File: config.mk
export PLATFORM = sky130hd
export DESIGN_NAME = nested_region_profiler_core
export DESIGN_NICKNAME = d
export VERILOG_FILES = /design/src/sv/npr_pkg.sv /design/src/sv/npr_sat_unit.sv /design/src/sv/nested_region_profiler_core.sv
export SDC_FILE = /design/constraint.sdc
export NUM_CORES = 2
export LEC_CHECK = 0
export BUFFER_PORTS_ARGS = -buffer_cell sky130_fd_sc_hd__buf_2
export CORE_MARGIN = 8
export CORE_UTILIZATION = 64
export CTS_CLUSTER_DIAMETER = 150
export DETAILED_ROUTE_END_ITERATION = 7
export HOLD_SLACK_MARGIN = 0.08
export PLACE_DENSITY = 0.8
export SYNTH_ARGS = -nofsm -noshare
export SYNTH_HDL_FRONTEND = slang
export SYNTH_SLANG_ARGS = --single-unit
File: constraint.sdc
create_clock -name clk -period 9.6 [get_ports clk]
set_input_delay 1.44 -clock clk [delete_from_list [all_inputs] [get_ports clk]]
set_output_delay 1.44 -clock clk [all_outputs]
set_load 0.01 [all_outputs]
File: src/sv/npr_pkg.sv
// ----------------------------------------------------------------------------
// npr_pkg: shared definitions for the nested region profiler
// Sizes, operation and status codes, sequencer states and field helpers.
// ----------------------------------------------------------------------------
package npr_pkg;

    localparam int NUM_TIMERS  = 16;
    localparam int STACK_DEPTH = 16;
    localparam int TOTAL_WIDTH = 48;

    localparam int TIMER_W = $clog2(NUM_TIMERS);
    localparam int PTR_W   = $clog2(STACK_DEPTH);
    localparam int LEVEL_W = $clog2(STACK_DEPTH + 1);
    localparam int TICK_W  = 32;
    localparam int SUM_W   = ((TOTAL_WIDTH > TICK_W) ? TOTAL_WIDTH : TICK_W) + 1;

    localparam int OP_W     = 3;
    localparam int IDX_W    = 4;
    localparam int STATUS_W = 3;
    localparam int FIELD_W  = 48;
    localparam int IN_W     = 8;
    localparam int OUT_W    = STATUS_W + IDX_W + FIELD_W + FIELD_W + 1;

    localparam logic [TOTAL_WIDTH-1:0] TOTAL_MAX = '1;

    localparam logic [OP_W-1:0] OP_TICK       = 3'd0;
    localparam logic [OP_W-1:0] OP_START      = 3'd1;
    localparam logic [OP_W-1:0] OP_STOP_NAMED = 3'd2;
    localparam logic [OP_W-1:0] OP_STOP_TOP   = 3'd3;
    localparam logic [OP_W-1:0] OP_STOP_ALL   = 3'd4;
    localparam logic [OP_W-1:0] OP_READ       = 3'd5;

    localparam logic [STATUS_W-1:0] STS_OK          = 3'd0;
    localparam logic [STATUS_W-1:0] STS_RUNNING     = 3'd1;
    localparam logic [STATUS_W-1:0] STS_NOT_ACTIVE  = 3'd2;
    localparam logic [STATUS_W-1:0] STS_STACK_FULL  = 3'd3;
    localparam logic [STATUS_W-1:0] STS_STACK_EMPTY = 3'd4;

    typedef enum logic [2:0] {
        ST_IDLE,
        ST_DECODE,
        ST_EXCL,
        ST_INCL,
        ST_RESUME,
        ST_PUSH,
        ST_RESULT
    } state_t;

    function automatic logic [FIELD_W-1:0] to_field(input logic [TOTAL_WIDTH-1:0] total);
        logic [FIELD_W+TOTAL_WIDTH-1:0] ext;
        ext = {{FIELD_W{1'b0}}, total};
        return ext[FIELD_W-1:0];
    endfunction

endpackage

File: src/sv/npr_sat_unit.sv
// ----------------------------------------------------------------------------
// npr_sat_unit: shared saturating time accumulator
// Adds the ticks elapsed since a begin mark to a total, sticking at the maximum.
// ----------------------------------------------------------------------------
module npr_sat_unit (
    input  logic [npr_pkg::TICK_W-1:0]      tick,
    input  logic [npr_pkg::TICK_W-1:0]      begin_mark,
    input  logic [npr_pkg::TOTAL_WIDTH-1:0] acc_in,
    output logic [npr_pkg::TOTAL_WIDTH-1:0] acc_out
);

    logic [npr_pkg::TICK_W-1:0] delta;
    logic [npr_pkg::SUM_W-1:0]  sum;

    assign delta = tick - begin_mark;
    assign sum   = npr_pkg::SUM_W'(acc_in) + npr_pkg::SUM_W'(delta);

    always_comb
    begin
        if (sum > npr_pkg::SUM_W'(npr_pkg::TOTAL_MAX))
        begin
            acc_out = npr_pkg::TOTAL_MAX;
        end
        else
        begin
            acc_out = sum[npr_pkg::TOTAL_WIDTH-1:0];
        end
    end

endmodule

File: src/sv/nested_region_profiler_core.sv
// ----------------------------------------------------------------------------
// nested_region_profiler_core: hierarchical profiling timer block
// Nested timers on a stack with saturating inclusive and exclusive totals.
// ----------------------------------------------------------------------------
// Commands arrive on the s_axis channel, one transaction per command, and each
// command produces exactly one result transaction on the m_axis channel.
// The block works on one command at a time; s_axis_tready is high only while
// the sequencer is idle. All time accounting goes through a single saturating
// accumulator, one table update per cycle. A command is decoded first; tick,
// read, unused codes and every rejected command then go to the result. A start
// on an empty stack pushes; a start with a timer below it first updates that
// timer's exclusive total, then pushes. A stop updates the top timer's totals,
// pops and resumes the one below; stop all repeats until the stack is empty.
// The result sits in an output register, so the next command runs while a
// result waits; a stalled receiver only holds the sequencer when a second
// result is ready to be written. Reset clears the tick count, the stack level,
// the running flags and all totals; no clearing pass is needed.
// ----------------------------------------------------------------------------
module nested_region_profiler_core (
    input  logic                      clk,
    input  logic                      rst_n,
    input  logic                      s_axis_tvalid,
    output logic                      s_axis_tready,
    // operation[2:0], timer_index[6:3], zero[7]
    input  logic [npr_pkg::IN_W-1:0]  s_axis_tdata,
    output logic                      m_axis_tvalid,
    input  logic                      m_axis_tready,
    // status[2:0], affected_timer[6:3], inclusive_ticks[54:7],
    // exclusive_ticks[102:55], is_running[103]
    output logic [npr_pkg::OUT_W-1:0] m_axis_tdata
);

    npr_pkg::state_t state_reg, state_next;

    logic [npr_pkg::TICK_W-1:0]      tick_reg;
    logic [npr_pkg::LEVEL_W-1:0]     level_reg;
    logic [npr_pkg::TIMER_W-1:0]     stack_reg [npr_pkg::STACK_DEPTH];
    logic [npr_pkg::NUM_TIMERS-1:0]  running_reg;
    logic [npr_pkg::TICK_W-1:0]      incl_begin_reg [npr_pkg::NUM_TIMERS];
    logic [npr_pkg::TICK_W-1:0]      excl_begin_reg [npr_pkg::NUM_TIMERS];
    logic [npr_pkg::TOTAL_WIDTH-1:0] incl_total_reg [npr_pkg::NUM_TIMERS];
    logic [npr_pkg::TOTAL_WIDTH-1:0] excl_total_reg [npr_pkg::NUM_TIMERS];

    logic [npr_pkg::OP_W-1:0]        op_reg;
    logic [npr_pkg::IDX_W-1:0]       idx_reg;
    logic [npr_pkg::TIMER_W-1:0]     cur_t_reg;
    logic [npr_pkg::STATUS_W-1:0]    res_status_reg;
    logic [npr_pkg::IDX_W-1:0]       res_t_reg;
    logic                            res_show_reg;
    logic                            out_valid_reg;
    logic [npr_pkg::OUT_W-1:0]       out_data_reg;

    logic                        in_range;
    logic [npr_pkg::TIMER_W-1:0] idx_t;
    logic [npr_pkg::TIMER_W-1:0] top_t;
    logic [npr_pkg::TIMER_W-1:0] res_tt;
    logic                        level_zero;
    logic                        level_full;
    logic                        start_go;
    logic                        stop_go;
    logic                        out_free;

    logic                         tick_inc;
    logic                         cur_load;
    logic                         res_load;
    logic [npr_pkg::STATUS_W-1:0] res_status;
    logic [npr_pkg::IDX_W-1:0]    res_t;
    logic                         res_show;
    logic                         excl_wr;
    logic                         pop_en;
    logic                         push_en;
    logic                         resume_en;
    logic                         out_load;

    logic [npr_pkg::TOTAL_WIDTH-1:0] unit_acc;
    logic [npr_pkg::TICK_W-1:0]      unit_begin;
    logic [npr_pkg::TOTAL_WIDTH-1:0] unit_out;

    assign in_range   = 32'(idx_reg) < npr_pkg::NUM_TIMERS;
    assign idx_t      = npr_pkg::TIMER_W'(idx_reg);
    assign top_t      = stack_reg[npr_pkg::PTR_W'(level_reg - npr_pkg::LEVEL_W'(1))];
    assign res_tt     = npr_pkg::TIMER_W'(res_t_reg);
    assign level_zero = (level_reg == '0);
    assign level_full = (level_reg >= npr_pkg::LEVEL_W'(npr_pkg::STACK_DEPTH));
    assign start_go   = in_range && !running_reg[idx_t] && !level_full;
    assign out_free   = !out_valid_reg || m_axis_tready;

    always_comb
    begin
        case (op_reg)
            npr_pkg::OP_STOP_NAMED: stop_go = in_range && !level_zero && (top_t == idx_t);
            npr_pkg::OP_STOP_TOP:   stop_go = !level_zero;
            npr_pkg::OP_STOP_ALL:   stop_go = !level_zero;
            default:                stop_go = 1'b0;
        endcase
    end

    assign unit_acc   = (state_reg == npr_pkg::ST_INCL) ? incl_total_reg[cur_t_reg]
                                                        : excl_total_reg[cur_t_reg];
    assign unit_begin = (state_reg == npr_pkg::ST_INCL) ? incl_begin_reg[cur_t_reg]
                                                        : excl_begin_reg[cur_t_reg];

    npr_sat_unit u_sat (
        .tick       (tick_reg),
        .begin_mark (unit_begin),
        .acc_in     (unit_acc),
        .acc_out    (unit_out)
    );

    always_comb
    begin
        state_next = state_reg;
        case (state_reg)
            npr_pkg::ST_IDLE:
            begin
                if (s_axis_tvalid)
                begin
                    state_next = npr_pkg::ST_DECODE;
                end
            end
            npr_pkg::ST_DECODE:
            begin
                if (op_reg == npr_pkg::OP_START && start_go)
                begin
                    state_next = level_zero ? npr_pkg::ST_PUSH : npr_pkg::ST_EXCL;
                end
                else if (stop_go)
                begin
                    state_next = npr_pkg::ST_EXCL;
                end
                else
                begin
                    state_next = npr_pkg::ST_RESULT;
                end
            end
            npr_pkg::ST_EXCL:
            begin
                state_next = (op_reg == npr_pkg::OP_START) ? npr_pkg::ST_PUSH
                                                           : npr_pkg::ST_INCL;
            end
            npr_pkg::ST_INCL:   state_next = npr_pkg::ST_RESUME;
            npr_pkg::ST_PUSH:   state_next = npr_pkg::ST_RESULT;
            npr_pkg::ST_RESUME:
            begin
                if (op_reg == npr_pkg::OP_STOP_ALL && !level_zero)
                begin
                    state_next = npr_pkg::ST_EXCL;
                end
                else
                begin
                    state_next = npr_pkg::ST_RESULT;
                end
            end
            npr_pkg::ST_RESULT:
            begin
                if (out_free)
                begin
                    state_next = npr_pkg::ST_IDLE;
                end
            end
            default:            state_next = npr_pkg::ST_IDLE;
        endcase
    end

    always_comb
    begin
        tick_inc   = 1'b0;
        cur_load   = 1'b0;
        res_load   = 1'b0;
        res_status = npr_pkg::STS_OK;
        res_t      = '0;
        res_show   = 1'b0;
        excl_wr    = 1'b0;
        pop_en     = 1'b0;
        push_en    = 1'b0;
        resume_en  = 1'b0;
        out_load   = 1'b0;
        case (state_reg)
            npr_pkg::ST_DECODE:
            begin
                res_load = 1'b0;
                res_load = 1'b1;
                case (op_reg)
                    npr_pkg::OP_TICK:
                    begin
                        tick_inc = 1'b1;
                    end
                    npr_pkg::OP_START:
                    begin
                        res_t    = idx_reg;
                        res_show = in_range;
                        cur_load = start_go && !level_zero;
                        if (!in_range)
                        begin
                            res_status = npr_pkg::STS_NOT_ACTIVE;
                        end
                        else if (running_reg[idx_t])
                        begin
                            res_status = npr_pkg::STS_RUNNING;
                        end
                        else if (level_full)
                        begin
                            res_status = npr_pkg::STS_STACK_FULL;
                        end
                    end
                    npr_pkg::OP_STOP_NAMED:
                    begin
                        res_t      = idx_reg;
                        res_show   = in_range;
                        cur_load   = stop_go;
                        res_status = stop_go ? npr_pkg::STS_OK : npr_pkg::STS_NOT_ACTIVE;
                    end
                    npr_pkg::OP_STOP_TOP:
                    begin
                        cur_load   = stop_go;
                        res_show   = stop_go;
                        res_t      = stop_go ? npr_pkg::IDX_W'(top_t) : '0;
                        res_status = stop_go ? npr_pkg::STS_OK : npr_pkg::STS_STACK_EMPTY;
                    end
                    npr_pkg::OP_STOP_ALL:
                    begin
                        cur_load = stop_go;
                    end
                    npr_pkg::OP_READ:
                    begin
                        res_t      = idx_reg;
                        res_show   = in_range;
                        res_status = in_range ? npr_pkg::STS_OK : npr_pkg::STS_NOT_ACTIVE;
                    end
                    default:
                    begin
                        res_load = 1'b1;
                    end
                endcase
            end
            npr_pkg::ST_EXCL:   excl_wr = 1'b1;
            npr_pkg::ST_INCL:   pop_en = 1'b1;
            npr_pkg::ST_PUSH:   push_en = 1'b1;
            npr_pkg::ST_RESUME:
            begin
                resume_en = !level_zero;
                cur_load  = !level_zero;
            end
            npr_pkg::ST_RESULT: out_load = out_free;
            default:            out_load = 1'b0;
        endcase
    end

    always_ff @(posedge clk or negedge rst_n)
    begin
        if (!rst_n)
        begin
            state_reg     <= npr_pkg::ST_IDLE;
            tick_reg      <= '0;
            level_reg     <= '0;
            running_reg   <= '0;
            out_valid_reg <= 1'b0;
            for (int i = 0; i < npr_pkg::NUM_TIMERS; i++)
            begin
                incl_total_reg[i] <= '0;
                excl_total_reg[i] <= '0;
            end
        end
        else
        begin
            state_reg <= state_next;
            if (tick_inc)
            begin
                tick_reg <= tick_reg + npr_pkg::TICK_W'(1);
            end
            if (excl_wr)
            begin
                excl_total_reg[cur_t_reg] <= unit_out;
            end
            if (pop_en)
            begin
                incl_total_reg[cur_t_reg] <= unit_out;
                running_reg[cur_t_reg]    <= 1'b0;
                level_reg                 <= level_reg - npr_pkg::LEVEL_W'(1);
            end
            if (push_en)
            begin
                running_reg[idx_t] <= 1'b1;
                level_reg          <= level_reg + npr_pkg::LEVEL_W'(1);
            end
            if (out_load)
            begin
                out_valid_reg <= 1'b1;
            end
            else if (m_axis_tready)
            begin
                out_valid_reg <= 1'b0;
            end
        end
    end

    always_ff @(posedge clk)
    begin
        if (s_axis_tvalid && s_axis_tready)
        begin
            op_reg  <= s_axis_tdata[npr_pkg::OP_W-1:0];
            idx_reg <= s_axis_tdata[npr_pkg::OP_W +: npr_pkg::IDX_W];
        end
        if (cur_load)
        begin
            cur_t_reg <= top_t;
        end
        if (res_load)
        begin
            res_status_reg <= res_status;
            res_t_reg      <= res_t;
            res_show_reg   <= res_show;
        end
        if (push_en)
        begin
            stack_reg[npr_pkg::PTR_W'(level_reg)] <= idx_t;
            incl_begin_reg[idx_t]                 <= tick_reg;
            excl_begin_reg[idx_t]                 <= tick_reg;
        end
        if (resume_en)
        begin
            excl_begin_reg[top_t] <= tick_reg;
        end
        if (out_load)
        begin
            if (res_show_reg)
            begin
                out_data_reg <= {running_reg[res_tt],
                                 npr_pkg::to_field(excl_total_reg[res_tt]),
                                 npr_pkg::to_field(incl_total_reg[res_tt]),
                                 res_t_reg, res_status_reg};
            end
            else
            begin
                out_data_reg <= {1'b0, {npr_pkg::FIELD_W{1'b0}}, {npr_pkg::FIELD_W{1'b0}},
                                 res_t_reg, res_status_reg};
            end
        end
    end

    assign s_axis_tready = (state_reg == npr_pkg::ST_IDLE);
    assign m_axis_tvalid = out_valid_reg;
    assign m_axis_tdata  = out_data_reg;

    assert property (@(posedge clk) disable iff (!rst_n)
        level_reg <= npr_pkg::LEVEL_W'(npr_pkg::STACK_DEPTH))
        else $error("Stack level exceeds the stack depth.");

    assert property (@(posedge clk) disable iff (!rst_n)
        $countones(running_reg) == 32'(level_reg))
        else $error("Running flags disagree with the stack level.");

    assert property (@(posedge clk) disable iff (!rst_n)
        state_reg == npr_pkg::ST_EXCL |-> running_reg[cur_t_reg])
        else $error("Accumulating a timer that is not running.");

    assert property (@(posedge clk) disable iff (!rst_n)
        s_axis_tvalid && s_axis_tready |=> state_reg == npr_pkg::ST_DECODE)
        else $error("Accepted transaction was not decoded.");

    assert property (@(posedge clk) disable iff (!rst_n)
        out_valid_reg && !m_axis_tready |-> !out_load)
        else $error("Result overwritten while the receiver stalls.");

endmodule
# Word level (Yosys, flattened, before mapping)
# Memories as Yosys holds them, arrays and structs flattened. A register that Yosys moved wholly into a read port is not among the register bits.
# Cells that the tools add are included.
# word_totals
out_inout_bits	106
word_cells	175
n_memories	3
regBits	1716
ram_bits	1088
# mem_list
name	words	width	read_ports	rd_ports_with_merged_regs	wr	line_no	source
excl_begin_reg	16	32	1	1	1	nested_region_profiler_core.sv:40	logic [npr_pkg::TICK_W-1:0] excl_begin_reg [npr_pkg::NUM_TIMERS];
incl_begin_reg	16	32	1	1	1	nested_region_profiler_core.sv:39	logic [npr_pkg::TICK_W-1:0] incl_begin_reg [npr_pkg::NUM_TIMERS];
stack_reg	16	4	1	0	1	nested_region_profiler_core.sv:37	logic [npr_pkg::TIMER_W-1:0] stack_reg [npr_pkg::STACK_DEPTH];
# classes
n_lt_le_gt_ge	10
muxes	69
n_bitwise	5
n_eq_ne	14
reduce_logical	24
n_addsub	5
# ops
cell	n
$bwmux 768	2
$bmux 48 s4	4
$mux 48	11
$demux 48 s4	1
$mux 32	2
$add 48x32->49	1
$gt 49x48->1 const B	1
$add 32x1->32 const B	1
$mux 16	2
$reduce_or 32->1	1
$sub 32x32->32	1
$mux 3	8
$pmux 3 s7	1
$mux 1	19
$and 16x16->16	1
$mux 4	4
$not 16->16	1
$or 16x16->16	1
$eq 3x3->1 const B	5
$ge 5x5->1 const B	3
$lt 4x5->1 const B	3
$eq 3x2->1 const B	4
$mux 5	2
$not 4->5	2
other kinds (22)	46

# Logic depth before layout (Yosys ltp)
# logic_depth
depth_word	9
depth_mapped	33
mapped_depth_nobuf	28

# Hierarchy
# From an unflattened synthesis, not the netlist that was laid out.
# unflattened
cells_unflattened	7641
area_unflattened_um2	133260.3
# modules_own_cells
module	area_per_inst_um2	instances	cells_per_inst	seq_area_each_um2
nested_region_profiler_core	129227.7	1	7034	76308.2
npr_sat_unit	4032.6	1	607	0.0

# Least setup slack after synthesis
# No wires, ideal clock.
# synth_path
kind	register -> register
start	register with a tool-made name
end	register excl_total_reg[667] (netlist name)
path_slack_ns	1.342
arrival_time_ns	8.117
required_ns	9.459
n_path_buf	7
synth_period_minus_slack_ns	8.258
stages_incl_launch_ff	30
path_cell_list	dfxtp_1 clkbuf_1 clkbuf_1 clkbuf_1 buf_1 mux4_2 mux4_2 mux2i_1 ha_1 a2111oi_0 o31ai_1 a21oi_1 a211oi_1 o21a_1 o21a_1 a2111oi_0 o311ai_0 nor2_1 xnor2_1 ha_1 a21o_1 a21o_1 a21o_1 a21oi_1 inv_1 o2111ai_1 clkbuf_1 clkbuf_1 buf_1 a31oi_1
# synth_lines
element	line_no	source
end signal, assigned by index	nested_region_profiler_core.sv:273	excl_total_reg[cur_t_reg] <= unit_out;
end, declared	nested_region_profiler_core.sv:42	logic [npr_pkg::TOTAL_WIDTH-1:0] excl_total_reg [npr_pkg::NUM_TIMERS];

==> impl_metrics.yaml <==
yosys:
  yosysTopAreaCell: "dfrtp_1"
  synth_most_common_cell: "dfrtp_1"
  synth_area_leaders: "dfrtp_1, edfxtp_1, mux4_2"
  synth_seq_cells: 2808
  synth_edf_count: 1211
  synthCells: 9191
  synth.net_count: 9274
  synthFlopType: "dfrtp_1"
  async_flop_share_pct: 56.7
  ys_warn_count: 0
  avgSynthCellArea_um2: 14.2
  yosysTopAreaCellShare_pct: 30.5
  synthTopCellsByCount: "dfrtp_1, nand2_1, o21ai_0"
  syn_area_mm2: 0.131
  ys_seq_area_share_pct: 58.4
  ys_types: 77
power:
  p_switching_mw: 21.8
  ir_drop_mv: 0.793
  p_leak_nw: 55.8
  power_frac_seq_pct: 33.8
  pwr-share-clk_pct: 21.8
  p_int_mw: 30.7
  power_frac_comb_pct: 44.5
  power_density_mw_per_mm2: 365
  power.share.switching_pct: 41.5
timing:
  setup_slack_ns: 0.0834
  timing.final.crit_period_ns: 9.52
  fin_setup_tns_ns: 0
  worst_pin_slew_ns: 1.33
  hold_violations: 0
  relSlewSlack_pct: 11.2
  setup_viol: 0
  clock_skew_ns: 0.0872
  grt_setup_unrepaired: "false"
  finalCritPeriodShare_pct: 99.1
  timing.final.max_slew_violations: 0
  fmax_ghz: 0.105
setup_path:
  critPathLaunchType: "register"
  cp_data_arrival_time_ns: 10.27
  critPathMaxStageDelay_ns: 0.62
  worst_setup_path_end_kind: "register"
  cpMostUsedCell: "buf_4"
  path_class: "register to register"
  worstPathMaxFanout: 40
  reg2reg_depth: 25
  slowest_stage: "buf_4"
  r2r_end: "excl_total_reg[715]"
  reg2reg_slack_ns: 0.08
  crit_required_ns: 10.36
floorplan:
  ioPinCount: 118
  rows: 166
  die_h_um: 468
  die_x_um: 468
  initial_utilization_pct: 64.1
  die_area_mm2: 0.219
  fp.coreArea_mm2: 0.204
cts:
  cts_setup_buffers: 0
  htreeDepth: 5
  cts_buffers: 299
  cts_tree: "yes"
  cts_sinks: 2808
  clk-insertion-delay-late_ns: 0.97
  cts-root-buf: "clkbuf_16"
  clock_path_buffers: 4
  cts.reportedPaths.clkPinSlew_ns: 0.06
grt:
  grt_pass1_vias: 89000
  antenna_found_initial: 20
  grt_pass1_wl_mm: 582
  grt_overflow: 0
  track_usage_pct: 36.0
  grt_max_degree: 183
placed_design:
  placedInstanceArea_mm2: 0.134
  place_ws_ns: 0.759
  io_buffers: 116
  hpwl_mm: 209
  gp_congestion: 0.887
min_path:
  min_path_type: "register to register"
  hold_depth: 0
  holdPathEnd: "m_axis_tdata[0]"
  hold_start: "res_status_reg[0]"
cells_and_area:
  layout-drive-gt1-share_pct: 24.8
  finalInstanceArea_mm2: 0.144
  nNetsFinal: 9133
  area_growth_pct: 10.1
routing:
  first_pass_iters: 8
  drc: 4
  detail_route.wl_per_cell_um: 32.9
  vias: 87100
  drt_wl_total_mm: 393
  viasPerCell: 7.28
  drt_iter0_drc: 12900
  postRouteAntennaNets: 0
run_status:
  status: "complete, but fails checks"
  violations: "design-rule violations"
run:
  drv_cap: 0
[through the flow]
stage / total power, mW / hold slack (ns) / util (%) / cells
floorplan: 31.7 / 0.400 / - / 9191
global placement: 39.0 / 0.447 / 65.9 / 11400
detailed placement: 40.1 / 0.405 / 65.9 / 11400
CTS: 51.8 / 0.448 / 70.6 / 12000
global route: 54.3 / 0.460 / 70.6 / 12000
finish: 52.5 / 0.446 / 70.6 / 12000
[area by class of cell]
type	count	area, um2
flip-flops and latches	2808	76300
fillers	12200	59900
multi-input cells	5543	51600
clock buffers	394	8250
well taps	2688	3360
repair buffers	373	2900
clock inverters	120	1200
inverters	25	101
diodes	10	25.0
[layer usage]
metal / global-route usage [%] / wire, um / up-vias
met1: 46.4 / 130000 / 43900
met5: 0 / 135 / -
met3: 10.7 / 52200 / 1847
li1: - / - / 34600
met2: 54.4 / 180000 / 6774
met4: 22.1 / 30000 / 20
[what timing repair did]
action	in CTS	in global routing
gates resized for setup	0	6
setup endpoints to repair	0	1394
hold buffers	0	0
[cell families after synthesis]
group | count (synthesis) | share of synthesized area [%]
fa+ha+maj | 71 | 0.691
xor+xnor | 104 | 0.697
flops | 2808 | 58.4
mux | 1462 | 23.4
simple gates | 2161 | 6.81
buf+inv | 840 | 2.60
compound gates | 1745 | 7.41
[cell usage in the layout, fill, tap and decap left out, types with 14 or more instances in the layout]
cell type  instances
a211oi_1          20
a21o_1            42
a21oi_1           92
a311oi_1          34
a31oi_1          135
and2_1           126
and3_1            14
buf_12            31
buf_2            115
buf_4            227
bufinv_16         22
clkbuf_1          60
clkbuf_16        304
clkbuf_8          30
clkinv_1          25
clkinv_2          57
dfrtp_1         1593
edfxtp_1        1211
ha_1              69
inv_1             23
mux2_2           105
mux2i_1           92
mux4_2          1260
nand2_1         1463
nand2_4           27
nand2b_1          25
nand3_1           21
nor2_1           296
nor2_2            25
nor2_4            28
nor2b_1           15
nor3_1            24
nor4_1            33
o21ai_0         1262
o22a_1            32
o22ai_1           14
xnor2_1           62
xor2_1            37
[power groups by stage]
| stage | sequential (mW) | combinational [mW] | clock, mW |
|---|---|---|---|
| 2_1_floorplan | 17.0 | 14.7 | 0 |
| 3_3_place_gp | 17.4 | 21.6 | 0 |
| 3_5_place_dp | 17.8 | 22.3 | 0 |
| 4_1_cts | 17.6 | 22.7 | 11.5 |
| 5_1_grt | 18.0 | 24.4 | 11.9 |
| 6_report | 17.7 | 23.3 | 11.4 |
[how the worst max path moves through the flow]
| stage | startpoint | to | slack, ns |
|---|---|---|---|
| 2_1_floorplan | register | excl_total_reg[667] | 1.34 |
| 3_3_place_gp | register | incl_total_reg[763] | 0.99 |
| 3_5_place_dp | register | incl_total_reg[763] | 0.76 |
| 4_1_cts | register | incl_total_reg[379] | 0.28 |
| 5_1_grt | register | incl_total_reg[763] | 0.03 |
| 6_report | register | excl_total_reg[715] | 0.08 |
[critical path, delay by kind of cell, from the launching register on]
| kind | cells | cell delay, ns |
|---|---|---|
| DFF | 1 | 0.57 |
| AOI/OAI and AO/OA | 11 | 4.04 |
| muxes | 3 | 1.29 |
| and+or+nand+nor | 3 | 0.50 |
| xor gates and xnor gates | 2 | 0.69 |
| adders and majority gates | 2 | 0.64 |
| buffers and inverters | 4 | 1.52 |
Note: power is estimated with default switching activity, not from simulation.
